===== config.mk =====
export PLATFORM = sky130hd
export DESIGN_NAME = tlii_ctrl
export DESIGN_NICKNAME = d
export VERILOG_FILES = /design/src/hw/rtl/tlii_pkg.sv /design/src/hw/rtl/tlii_ctrl.sv
export SDC_FILE = /design/constraint.sdc
export NUM_CORES = 1
export LEC_CHECK = 0
export BUFFER_PORTS_ARGS = -buffer_cell sky130_fd_sc_hd__buf_2
export CORE_MARGIN = 2
export CORE_UTILIZATION = 45
export CTS_BUF_LIST = sky130_fd_sc_hd__clkbuf_4
export DETAILED_ROUTE_END_ITERATION = 8
export PLACE_DENSITY = 0.77
export SLEW_MARGIN = 5
export SYNTH_ARGS = -nofsm -noshare
export SYNTH_HDL_FRONTEND = slang
export SYNTH_SLANG_ARGS = --single-unit
export TNS_END_PERCENT = 100

===== constraint.sdc =====
create_clock -name aclk -period 1.72 [get_ports aclk]
set_input_delay 0 -clock aclk [delete_from_list [all_inputs] [get_ports aclk]]
set_output_delay 0 -clock aclk [all_outputs]
set_load 0.1 [all_outputs]

===== src/hw/rtl/tlii_pkg.sv =====
// ----------------------------------------------------------------------------
// tlii_pkg
// Shared types, codes and constants of the table interpolator with integral.
// ----------------------------------------------------------------------------
package tlii_pkg;

    localparam int MAX_POINTS_DEF = 16;
    localparam int CFG_W          = 5;
    localparam int MUL_W          = 33;
    localparam int PROD_W         = 2 * MUL_W;
    localparam int DIV_STEPS      = PROD_W;
    localparam int DIVCNT_W       = $clog2(DIV_STEPS + 1);
    localparam int ACC_W          = 56;
    localparam int INTEG_W        = 48;
    localparam int TERM_SHIFT     = 17;

    localparam logic [CFG_W-1:0] CFG_RESET = CFG_W'(2);

    localparam logic OP_LOAD  = 1'b0;
    localparam logic OP_QUERY = 1'b1;

    typedef enum logic [2:0] {
        ST_OK     = 3'd0,
        ST_RANGE  = 3'd1,
        ST_FEW    = 3'd2,
        ST_NONINC = 3'd3,
        ST_SAT    = 3'd4
    } status_t;

    typedef struct packed {
        logic               op;
        logic [3:0]         point_index;
        logic signed [31:0] point_x;
        logic signed [31:0] point_y;
        logic signed [31:0] query_z;
    } tlii_in_t;

    typedef struct packed {
        logic signed [31:0] interp_value;
        logic signed [47:0] integral_value;
        logic [2:0]         status;
    } tlii_out_t;

    typedef enum logic [4:0] {
        DP_NONE,
        DP_ACCEPT,
        DP_RD_FIRST,
        DP_RD_LAST,
        DP_RANGE,
        DP_BIS_RD,
        DP_BIS_UPD,
        DP_SEG_RD0,
        DP_SEG_RD1,
        DP_SEG_LAT,
        DP_SLOPE_MUL,
        DP_DIV_INIT,
        DP_DIV_STEP,
        DP_INTERP,
        DP_IG_RD0,
        DP_IG_FIRST,
        DP_IG_RD,
        DP_IG_MUL,
        DP_IG_ACC,
        DP_PART_MUL,
        DP_PART_ACC,
        DP_RESULT
    } dp_op_t;

    typedef struct packed {
        dp_op_t  op;
        status_t code;
        logic    keep;
    } dp_cmd_t;

    typedef struct packed {
        logic n_small;
        logic out_range;
        logic bis_done;
        logic bad_x;
        logic div_last;
        logic k_more;
        logic out_free;
    } dp_stat_t;

    typedef enum logic [4:0] {
        S_IDLE,
        S_RD_FIRST,
        S_RD_LAST,
        S_RANGE,
        S_BIS,
        S_BIS_UPD,
        S_SEG_RD0,
        S_SEG_RD1,
        S_SEG_LAT,
        S_MUL,
        S_DIV_INIT,
        S_DIV,
        S_INTERP,
        S_IG_RD0,
        S_IG_FIRST,
        S_IG_RD,
        S_IG_MUL,
        S_IG_ACC,
        S_PART_MUL,
        S_PART_ACC,
        S_FIN
    } ctrl_state_t;

endpackage


===== src/hw/rtl/tlii_ctrl.sv =====
// ----------------------------------------------------------------------------
// tlii_ctrl
// Sequencer: steps the datapath through range check, bisection, slope
// division, trapezoid sweep and result hand-off.
// ----------------------------------------------------------------------------
module tlii_ctrl
    import tlii_pkg::*;
(
    input  logic     aclk,
    input  logic     aresetn,
    input  logic     s_valid,
    input  logic     s_op,
    output logic     s_ready,
    input  dp_stat_t stat,
    output dp_cmd_t  cmd
);

    ctrl_state_t state_reg, state_next;
    status_t     code_reg, code_next;
    logic        keep_reg, keep_next;

    always_ff @(posedge aclk) begin
        if (!aresetn) begin
            state_reg <= S_IDLE;
            code_reg  <= ST_OK;
            keep_reg  <= 1'b0;
        end else begin
            state_reg <= state_next;
            code_reg  <= code_next;
            keep_reg  <= keep_next;
        end
    end

    always_comb begin
        state_next = state_reg;
        code_next  = code_reg;
        keep_next  = keep_reg;
        s_ready    = 1'b0;
        cmd.op     = DP_NONE;
        cmd.code   = code_reg;
        cmd.keep   = keep_reg;
        unique case (state_reg)
            S_IDLE: begin
                s_ready = 1'b1;
                if (s_valid) begin
                    cmd.op    = DP_ACCEPT;
                    keep_next = 1'b0;
                    if (s_op == OP_LOAD) begin
                        code_next  = ST_OK;
                        state_next = S_FIN;
                    end else if (stat.n_small) begin
                        code_next  = ST_FEW;
                        state_next = S_FIN;
                    end else begin
                        state_next = S_RD_FIRST;
                    end
                end
            end
            S_RD_FIRST: begin
                cmd.op     = DP_RD_FIRST;
                state_next = S_RD_LAST;
            end
            S_RD_LAST: begin
                cmd.op     = DP_RD_LAST;
                state_next = S_RANGE;
            end
            S_RANGE: begin
                cmd.op = DP_RANGE;
                if (stat.out_range) begin
                    code_next  = ST_RANGE;
                    state_next = S_FIN;
                end else begin
                    state_next = S_BIS;
                end
            end
            S_BIS: begin
                if (stat.bis_done) begin
                    state_next = S_SEG_RD0;
                end else begin
                    cmd.op     = DP_BIS_RD;
                    state_next = S_BIS_UPD;
                end
            end
            S_BIS_UPD: begin
                cmd.op     = DP_BIS_UPD;
                state_next = S_BIS;
            end
            S_SEG_RD0: begin
                cmd.op     = DP_SEG_RD0;
                state_next = S_SEG_RD1;
            end
            S_SEG_RD1: begin
                cmd.op     = DP_SEG_RD1;
                state_next = S_SEG_LAT;
            end
            S_SEG_LAT: begin
                cmd.op = DP_SEG_LAT;
                if (stat.bad_x) begin
                    code_next  = ST_NONINC;
                    state_next = S_FIN;
                end else begin
                    state_next = S_MUL;
                end
            end
            S_MUL: begin
                cmd.op     = DP_SLOPE_MUL;
                state_next = S_DIV_INIT;
            end
            S_DIV_INIT: begin
                cmd.op     = DP_DIV_INIT;
                state_next = S_DIV;
            end
            S_DIV: begin
                cmd.op = DP_DIV_STEP;
                if (stat.div_last) begin
                    state_next = S_INTERP;
                end
            end
            S_INTERP: begin
                cmd.op     = DP_INTERP;
                state_next = S_IG_RD0;
            end
            S_IG_RD0: begin
                cmd.op     = DP_IG_RD0;
                state_next = S_IG_FIRST;
            end
            S_IG_FIRST: begin
                cmd.op     = DP_IG_FIRST;
                state_next = S_IG_RD;
            end
            S_IG_RD: begin
                if (stat.k_more) begin
                    cmd.op     = DP_IG_RD;
                    state_next = S_IG_MUL;
                end else begin
                    state_next = S_PART_MUL;
                end
            end
            S_IG_MUL: begin
                cmd.op     = DP_IG_MUL;
                state_next = S_IG_ACC;
            end
            S_IG_ACC: begin
                cmd.op     = DP_IG_ACC;
                state_next = S_IG_RD;
            end
            S_PART_MUL: begin
                cmd.op     = DP_PART_MUL;
                state_next = S_PART_ACC;
            end
            S_PART_ACC: begin
                cmd.op     = DP_PART_ACC;
                code_next  = ST_OK;
                keep_next  = 1'b1;
                state_next = S_FIN;
            end
            S_FIN: begin
                if (stat.out_free) begin
                    cmd.op     = DP_RESULT;
                    state_next = S_IDLE;
                end
            end
            default: state_next = S_IDLE;
        endcase
    end

    // result is only handed over when the output register can take it
    a_result_free: assert property (@(posedge aclk) disable iff (!aresetn)
        cmd.op == DP_RESULT |-> stat.out_free)
        else $error("result issued while output register busy");

    // a computed value is only kept for a query that ran to the end
    a_keep_ok: assert property (@(posedge aclk) disable iff (!aresetn)
        (state_reg == S_FIN && keep_reg) |-> code_reg == ST_OK)
        else $error("kept value with error code");

    // every accepted item leaves idle
    a_accept_leaves: assert property (@(posedge aclk) disable iff (!aresetn)
        (s_valid && s_ready) |=> state_reg != S_IDLE)
        else $error("accepted item lost");

endmodule


== Yosys cells after proc, flatten, opt, wreduce, memory -nomap -nowiden ==
Cells that the tools add are included.

* Flip-flop bits (word level): 9
* Input port bits: 11
* Output and inout bits: 10
* Word-level logic and storage cells: 60

* Equality and inequality tests: 26
* Multiplexer cells: 24
* Reductions and logical operators: 7

{| class="wikitable"
|+ Operators with widths
! operator !! count
|-
| $pmux W5 S21 || 1
|-
| $pmux W5 S20 || 1
|-
| $mux W5 || 9
|-
| $eq A5 B4 Y1 const B || 8
|-
| $eq A5 B5 Y1 const B || 5
|-
| $eq A5 B3 Y1 const B || 4
|-
| $mux W3 || 6
|-
| $pmux W3 S4 || 1
|-
| $eq A5 B2 Y1 const B || 2
|-
| $ne A2 B2 Y1 const B || 5
|-
| $eq A5 B1 Y1 const B || 1
|-
| $logic_not A5 Y1 || 1
|-
| $reduce_and A5 Y1 || 1
|-
| $mux W2 || 2
|-
| $reduce_bool A4 Y1 || 1
|-
| $mux W1 || 3
|-
| $ne A3 B3 Y1 const B || 1
|-
| $reduce_and A3 Y1 || 1
|-
| $pmux W1 S2 || 1
|-
| $reduce_and A2 Y1 || 1
|-
| $reduce_bool A2 Y1 || 1
|-
| $reduce_or A2 Y1 || 1
|}

== Logic depth before layout (Yosys ltp) ==
Gate-level depths: netlist (run 1).

* Word-level depth: 4
* Mapped depth: 6
* Gate-level depth less buffers: 4

== Least setup slack after synthesis (run 1) ==
Ideal clock, no wire load.

* Path kind: reg2out
* From: register state_reg[0]
* To: output cmd[6] in the netlist's numbering
* Data arrival time: 3.075 ns
* Required time: 1.720 ns
* Setup slack: -1.355 ns
* Stages on the path, launching flop included: 5
* Buffers on the path: 2
* Path through: dfxtp_1 -> buf_2 -> buf_1 -> o311ai_0 -> o21ai_0

{| class="wikitable"
|+ RTL lines
! element !! RTL line !! source
|-
| start, declared || tlii_ctrl.sv:18 || <nowiki>ctrl_state_t state_reg, state_next;</nowiki>
|-
| start signal, assigned || tlii_ctrl.sv:28 || <nowiki>state_reg <= state_next;</nowiki>
|-
| end, declared || tlii_ctrl.sv:15 || <nowiki>output dp_cmd_t cmd</nowiki>
|}

==> flow_summary_export.csv, run 1 <==
group,metric,value,unit
floorplan,die_w,47.6,um
synthesis,syn_area,857,um^2
synthesis,netlist_top_cells_count,"11 x a21oi_1, 9 x nand2_1, 9 x nor2_1",
critical_path,timing.rr.end,"state_reg[4]",
floorplan,fp-row-count,15,
job,cap_violations,0,
synthesis,synth_fp_nets,132,
critical_path,rrSetupSlack,180,ps
synthesis,yosysTopAreaCellShare,0.187,
critical_path,ff2ff_path_depth,4,
synthesis,seq_area_frac_synth,0.187,
critical_path,crit_path_cell_trace,"buf_4 > nor4b_2 > o2bb2ai_1 > nand2_1 > o21ai_2 > buf_12",
timing,setup_viol,0,
floorplan,fp.dieH,47.6,um
route,wl_per_cell,14.8,um
synthesis,synth_edf_count,0,
finish,area.growth.synth_to_final,31.2,%
timing,fin_setup_tns,0,ps
timing,slew_violations,0,
global_route,grt_max_degree,15,
finish,post-route-util,0.638,
status,run_status,"finished, final reports clean",
clocking,cts_made_buffers,3,
critical_path,cp-end-kind,"primary output",
synthesis,async_flop_share,0,
critical_path,path_class,"reg2out",
finish,drive_gt1_frac,0.353,
route,drt_pass1_iterations,4,
timing,fin_skew,0.895,ps
route,drcViolationCount,0,
finish,largest_reg_flops,5,
finish,layoutNonFillerInstCount,161,
global_route,grt_pass1_vias,876,
timing,max_freq,610,MHz
hold_path,hold_class,"in2reg",
hold_path,min_to,"code_reg[1]",
placed_design,dp_hpwl,1870,um
route,ant_nets,0,
clocking,root_buffer,"clkbuf_4",
global_route,gr-total-overflow,0,
synthesis,dominantRegCellSynth,"dfxtp_1",
synthesis,ys_warn_count,0,
placed_design,place_area,1090,um^2
critical_path,cp.arrival,1640,ps
clocking,cts_tree,"built",
floorplan,start_util,0.486,
clocking,cts.sinks,8,
timing,min_period,1640,ps
synthesis,yosys.area.top_type,"dfxtp_1",
timing,fin_crit_sh,0.952,
route,via_per_inst,5.98,
critical_path,cp_slowest_stage_delay,380,ps
finish,diodes,0,
placed_design,dpl.cell_count,158,
floorplan,io-pin-count,21,
route,wl,2390,um
synthesis,postSynthAreaPerCell,7.08,um^2
global_route,antenna_found_initial,0,
route,drtIter0Drc,41,
synthesis,syn_inst,121,
critical_path,critical-path-top-delay-family,"simple AND/OR/NAND/NOR gates",
route,vias,962,
hold_path,worstHoldStart,"aresetn",
global_route,grt_first_pass_wirelength,3800,um
critical_path,worstReg2RegStart,"state_reg[4]",
floorplan,core-area,1760,um^2
critical_path,crit_slowest_cell,"dfxtp_1",
synthesis,ys_ff_latch,8,
synthesis,synth.distinct_cells,43,
clocking,htreeDepth,1,
timing,final_hold_viol_count,0,
finish,layout.nets,149,
clocking,ctsHoldBuffers,0,
synthesis,synth_top_cells_by_area,"dfxtp_1 19%, a21oi_1 6.4%, o21ai_0 4.1%",
timing,rsz0062_at_grt,"false",
clocking,clk_pin_slew,50,ps
placed_design,gp_congestion,0.969,
hold_path,worstHoldPathCells,3,
finish,finalInstanceArea,1120,um^2
finish,fillers,164,
clocking,insertion_delay,250,ps
synthesis,yosysMostFrequentCell,"a21oi_1",
placed_design,io_buffers,19,
critical_path,crit_required,1720,ps
floorplan,die-area,2270,um^2
global_route,grt_util_all_layers,0.230,
critical_path,path_max_fanout,7,
critical_path,start_kind,"flop",
critical_path,path_buf_inv,2,
clocking,cts_buffer_depth,2,
[kinds of logic (layout without fill, tap and decap cells)]
| kind of cell | after synthesis | in the layout | synth area share |
|---|---|---|---|
| other | 1 | 1 | 0.00438 |
| flip-flops | 8 | 8 | 0.187 |
| AND/OR/NAND/NOR | 41 | 41 | 0.263 |
| buffers and inverters | 21 | 36 | 0.118 |
| XOR/XNOR | 4 | 4 | 0.0409 |
| multiplexers | 5 | 5 | 0.0613 |
| AO/OA/AOI/OAI | 41 | 41 | 0.326 |
[cells in the final DEF, fill, tap and decap left out, types with 2 or more instances in the layout]
cell / instances
buf_2: 13
a21oi_1: 10
nand2_1: 9
buf_4: 8
nor2_1: 7
inv_1: 6
nor3_1: 6
buf_12: 6
o21ai_0: 5
nand2b_1: 4
dfxtp_1: 4
dfxtp_2: 4
mux2i_1: 3
xnor2_1: 3
a22oi_1: 3
clkbuf_4: 3
nor2_4: 2
o21ai_2: 2
a2bb2oi_1: 2
nand3b_1: 2
o2bb2ai_1: 2
mux2_2: 2
o41ai_1: 2
a211oi_1: 2
nor2b_1: 2
o22a_1: 2
o2111ai_1: 2
[how the worst max path moves through the flow]
stage	start	to	slack [ps]	depth (start not counted)
finish	state_reg[3]	cmd[8]	80	6
detailed placement	state_reg[4]	state_reg[2]	200	4
global route	state_reg[4]	cmd[6]	7	5
global placement	state_reg[4]	code_reg[1]	220	4
CTS	state_reg[0]	cmd[6]	10	5
floorplan	state_reg[0]	cmd[6]	-110	4
[stage by stage]
stage          hold slack [ps]  setup WS, ps
5_1_grt                    107          6.83
4_1_cts                   76.5          12.7
3_3_place_gp               331           221
6_report                  79.0          81.9
2_1_floorplan              151          -108
3_5_place_dp               345           202
[area by class of cell]
| class | count | area, um^2 | share of cell area |
|---|---|---|---|
| repair buffers | 27 | 245 | 0.218 |
| well taps | 25 | 31.3 | 0.0278 |
| clock buffers | 3 | 22.5 | 0.0200 |
| inverters | 6 | 22.5 | 0.0200 |
| flip-flops and latches | 8 | 165 | 0.147 |
| multi-input cells | 92 | 638 | 0.567 |
[metal layers]
| metal | global-route usage | routed length (um) | vias up |
|---|---|---|---|
| met5 | 0 | 0 | - |
| met4 | 0.0757 | 43 | 0 |
| met3 | 0.0264 | 154 | 6 |
| met2 | 0.386 | 1170 | 54 |
| met1 | 0.307 | 1030 | 441 |
| li1 | - | - | 461 |
[worst reg2reg max path: stages (launching register included)]
cell	delay (ps)
dfxtp_2	370
or3_4	440
o21a_1	190
o31ai_1	340
a21oi_1	70
[timing repair]
action / in CTS / in global routing
gates resized for setup: 2 / 4
setup endpoints to repair: 2 / 4
pin swaps: 0 / 0
setup buffers: 0 / 0
Power of run 1 is left out: the tool's default activity adds up to more than one toggle a clock period on the data nets, which glitch-free logic cannot reach.
==> run 2: changes to the inputs <==
- ABC_AREA: not set -> 0
- clock period: 1.72 -> 1.9 ns (I/O delays scaled with it)
==> flow_summary_export.csv, run 2 (same netlist as run 1, synthesis figures left out) <==
group,metric,value,unit
status,run_status,"finished, final reports clean",
finish,layout.nets,146,
finish,largest_reg_flops,5,
timing,min_period,1760,ps
global_route,antenna_found_initial,0,
job,cap_violations,0,
route,via_per_inst,5.95,
clocking,ctsHoldBuffers,0,
route,ant_nets,0,
critical_path,crit_required,1900,ps
floorplan,io-pin-count,21,
critical_path,start_kind,"flop",
global_route,grt_util_all_layers,0.232,
floorplan,fp-row-count,15,
floorplan,die_w,47.6,um
global_route,grt_max_degree,21,
critical_path,cp.arrival,1760,ps
clocking,insertion_delay,250,ps
finish,area.growth.synth_to_final,22.3,%
floorplan,fp.dieH,47.6,um
timing,rsz0062_at_grt,"false",
clocking,cts_tree,"built",
placed_design,dp_hpwl,1780,um
global_route,grt_pass1_vias,851,
finish,diodes,0,
timing,fin_skew,2.18,ps
global_route,grt_first_pass_wirelength,3690,um
route,drt_pass1_iterations,4,
placed_design,place_area,1020,um^2
clocking,root_buffer,"clkbuf_4",
route,drtIter0Drc,38,
route,wl_per_cell,14.6,um
clocking,cts_made_buffers,3,
finish,finalInstanceArea,1050,um^2
global_route,gr-total-overflow,0,
finish,layout_commonest_cell,"buf_2",
route,wl,2310,um
finish,post-route-util,0.594,
timing,final_hold_viol_count,0,
route,drcViolationCount,0,
critical_path,path_max_fanout,13,
clocking,clk_pin_slew,50,ps
clocking,htreeDepth,1,
critical_path,rrSetupSlack,340,ps
placed_design,gp_congestion,0.933,
floorplan,core-area,1760,um^2
critical_path,cp-end-kind,"primary output",
hold_path,hold_class,"in2reg",
finish,mostFrequentLayoutCells,"15 x buf_2, 10 x a21oi_1, 9 x nand2_1",
floorplan,start_util,0.486,
route,vias,940,
critical_path,path_class,"reg2out",
clocking,cts_buffer_depth,2,
placed_design,io_buffers,19,
timing,slew_violations,0,
clocking,cts_setup_buffers,0,
floorplan,die-area,2270,um^2
timing,fin_crit_sh,0.927,
clocking,cts.sinks,8,
timing,max_freq,568,MHz
timing,setup_viol,0,
finish,drive_gt1_frac,0.301,
[run 2: cell count changes in the layout (fill, tap and decap cells not counted), moves of 2 or more]
| cell | previous run | this run |
|---|---|---|
| buf_4 | 8 | 5 |
| o21ai_1 | 0 | 2 |
| buf_2 | 13 | 15 |
| buf_12 | 6 | 4 |
| o21ai_2 | 2 | 0 |
[run 2: cell type report]
| class | count | area (um^2) |
|---|---|---|
| Clock buffer | 3 | 22.5 |
| Timing Repair Buffer | 24 | 193 |
| Sequential cell | 8 | 164 |
| Fill cell | 171 | 716 |
| Tap cell | 25 | 31.3 |
| Multi-Input combinational cell | 92 | 616 |
| Inverter | 6 | 22.5 |
[run 2: per-layer routing]
layer	vias up	wire [um]	part of all wire	GRT usage
met5	-	0	0	0
met1	419	956	0.41	0.297
met2	55	1100	0.48	0.392
li1	458	-	-	-
met3	8	208	0.090	0.0491
met4	0	46	0.020	0.0703
[run 2: final timing paths]
path / depth (start not counted) / end / start
setup / recovery: 6 / cmd[8] / state_reg[1]
hold / removal: 3 / code_reg[0] / aresetn
setup reg to reg: 4 / state_reg[0] / state_reg[2]
hold reg to reg: 2 / code_reg[0] / code_reg[0]
[run 2: worst max-delay path, cell delays in order, from the launching register on]
cell and delay, ps:
dfxtp_1 380, buf_4 220, nor4b_2 310, o2bb2ai_1 140, nand2_1 70, o21ai_1 170
buf_12 210
[run 2: what timing repair did]
action,in CTS,in global routing
setup endpoints to repair,2,2
pin swaps,0,0
resized for setup,1,3
[run 2: per-stage QoR]
step / hold slack (ps) / instances / TNS [ps] / setup WS, ps
floorplan: 151 / 121 / -519 / -429
global placement: 325 / 155 / 0 / 235
detailed placement: 337 / 155 / 0 / 203
CTS: 72.5 / 158 / 0 / 71.9
global route: 79.4 / 158 / 0 / 33.2
finish: 74.5 / 158 / 0 / 139
Power of run 2 is left out for the same reason.
==> run 3: changes to the inputs <==
- ABC_AREA: 0 -> not set
- CELL_PAD_IN_SITES_DETAIL_PLACEMENT: not set -> 1
- CELL_PAD_IN_SITES_GLOBAL_PLACEMENT: not set -> 2
- CORE_UTILIZATION: 45 -> 32
- PLACE_DENSITY: 0.77 -> 0.94
==> flow_summary_export.csv, run 3 (same netlist as run 1, synthesis figures left out) <==
group,metric,value,unit
finish,mostFrequentLayoutCells,"15 x buf_2, 10 x a21oi_1, 9 x nand2_1",
placed_design,gp_congestion,0.861,
timing,fin_crit_sh,0.927,
critical_path,ff2ff_path_depth,4,
placed_design,io_buffers,19,
critical_path,critical-path-top-delay-family,"simple AND/OR/NAND/NOR gates",
clocking,clk_pin_slew,60,ps
global_route,grt_max_degree,19,
critical_path,path_max_fanout,12,
global_route,antenna_found_initial,0,
hold_path,hold_class,"in2reg",
placed_design,dp_hpwl,2060,um
finish,ff_latch_area,165,um^2
placed_design,place_area,1020,um^2
global_route,grt_pass1_vias,942,
critical_path,timing.rr.end,"state_reg[4]",
clocking,cts_tree,"built",
route,drcViolationCount,0,
floorplan,die-area,3110,um^2
critical_path,critPathLaunch,"state_reg[0]",
floorplan,fp.dieH,55.8,um
critical_path,start_kind,"flop",
timing,fin_skew,2.49,ps
critical_path,rrSetupSlack,380,ps
timing,rsz0062_at_grt,"false",
finish,layout_commonest_cell,"buf_2",
critical_path,crit_slowest_cell,"or3b_2",
critical_path,worstReg2RegStart,"state_reg[1]",
route,ant_nets,0,
route,drtIter0Drc,11,
finish,largest_reg_flops,5,
clocking,cts.sinks,8,
critical_path,crit_required,1900,ps
floorplan,io-pin-count,21,
finish,fillers,323,
global_route,grt_util_all_layers,0.186,
critical_path,crit_end,"cmd[6]",
critical_path,cp_slowest_stage_delay,520,ps
finish,area.growth.synth_to_final,22.6,%
clocking,cts_made_buffers,3,
critical_path,cp-end-kind,"primary output",
status,run_status,"finished, final reports clean",
route,drt_pass1_iterations,4,
route,met2_length,1220,um
critical_path,cp.depth,5,
job,cap_violations,0,
critical_path,path_class,"reg2out",
critical_path,crit_path_cell_trace,"or3b_2 > o21ai_0 > nand2_1 > o21ai_1 > buf_12",
finish,multiInputGateArea,611,um^2
clocking,root_buffer,"clkbuf_4",
critical_path,path_buf_inv,1,
clocking,insertion_delay,280,ps
timing,max_freq,568,MHz
floorplan,die_w,55.8,um
timing,min_period,1760,ps
global_route,grt_first_pass_wirelength,4530,um
timing,final_hold_viol_count,0,
finish,layout.nets,146,
route,wl,2660,um
route,top_layer,"met4",
finish,drive_gt1_frac,0.308,
floorplan,start_util,0.343,
clocking,cts_buffer_depth,2,
route,wl_per_cell,16.3,um
route,wirelength_met1,1280,um
critical_path,cp.arrival,1760,ps
route,wl_met3,96,um
route,via_per_inst,5.66,
global_route,gr-total-overflow,0,
timing,slew_violations,0,
floorplan,fp-row-count,18,
timing,setup_viol,0,
finish,post-route-util,0.420,
clocking,htreeDepth,1,
finish,finalInstanceArea,1050,um^2
route,vias,922,
finish,diodes,0,
floorplan,core-area,2500,um^2
==> run 3: cell types whose count changed in the layout (fill, tap and decap cells not counted) <==
| cell | before | now |
|---|---|---|
| nor4b_2 | 1 | 0 |
| and2_1 | 1 | 0 |
| nor4b_1 | 1 | 2 |
| dfxtp_1 | 5 | 4 |
| and2_2 | 0 | 1 |
| dfxtp_2 | 3 | 4 |
==> run 3: cell type report <==
type,count,area share
Tap cell,30,0.0357
Multi-Input combinational cell,92,0.581
Clock buffer,3,0.0214
Timing Repair Buffer,24,0.183
Inverter,6,0.0214
Sequential cell,8,0.157
==> run 3: per-stage QoR <==
step	instances	hold WS [ps]	TNS, ps	setup WS, ps
2_1_floorplan	121	151	-519	-429
3_3_place_gp	160	337	0	349
3_5_place_dp	160	353	0	314
4_1_cts	163	51.9	0	5.01
5_1_grt	163	78.5	0	30.4
6_report	163	56.5	0	138
==> run 3: worst min-delay path by stage <==
stage,slack (ps),depth (start not counted),end,startpoint
2_1_floorplan,150,2,code_reg[0],aresetn
3_3_place_gp,340,3,code_reg[1],aresetn
3_5_place_dp,350,3,code_reg[0],aresetn
4_1_cts,50,3,code_reg[0],aresetn
5_1_grt,80,3,code_reg[1],aresetn
6_report,60,3,state_reg[2],aresetn
==> run 3: timing repair <==
item                                    4_1_cts  5_1_grt
hold buffers                                  0        0
endpoints found under the setup margin        0        4
buffers inserted                              0        0
gates resized for setup                       0        5
==> run 3: worst reg2reg max path: cells and delay by family (launching register included) <==
kind               cells  cell delay (ps)
and+or+nand+nor        1              450
DFF                    1              400
AOI/OAI and AO/OA      3              560
==> run 3: routing by layer <==
metal  vias up  track usage
li1        459            -
met2        21        0.291
met4         0       0.0976
met5         -            0
met1       435        0.242
met3         7       0.0326
Power of run 3 is left out for the same reason.
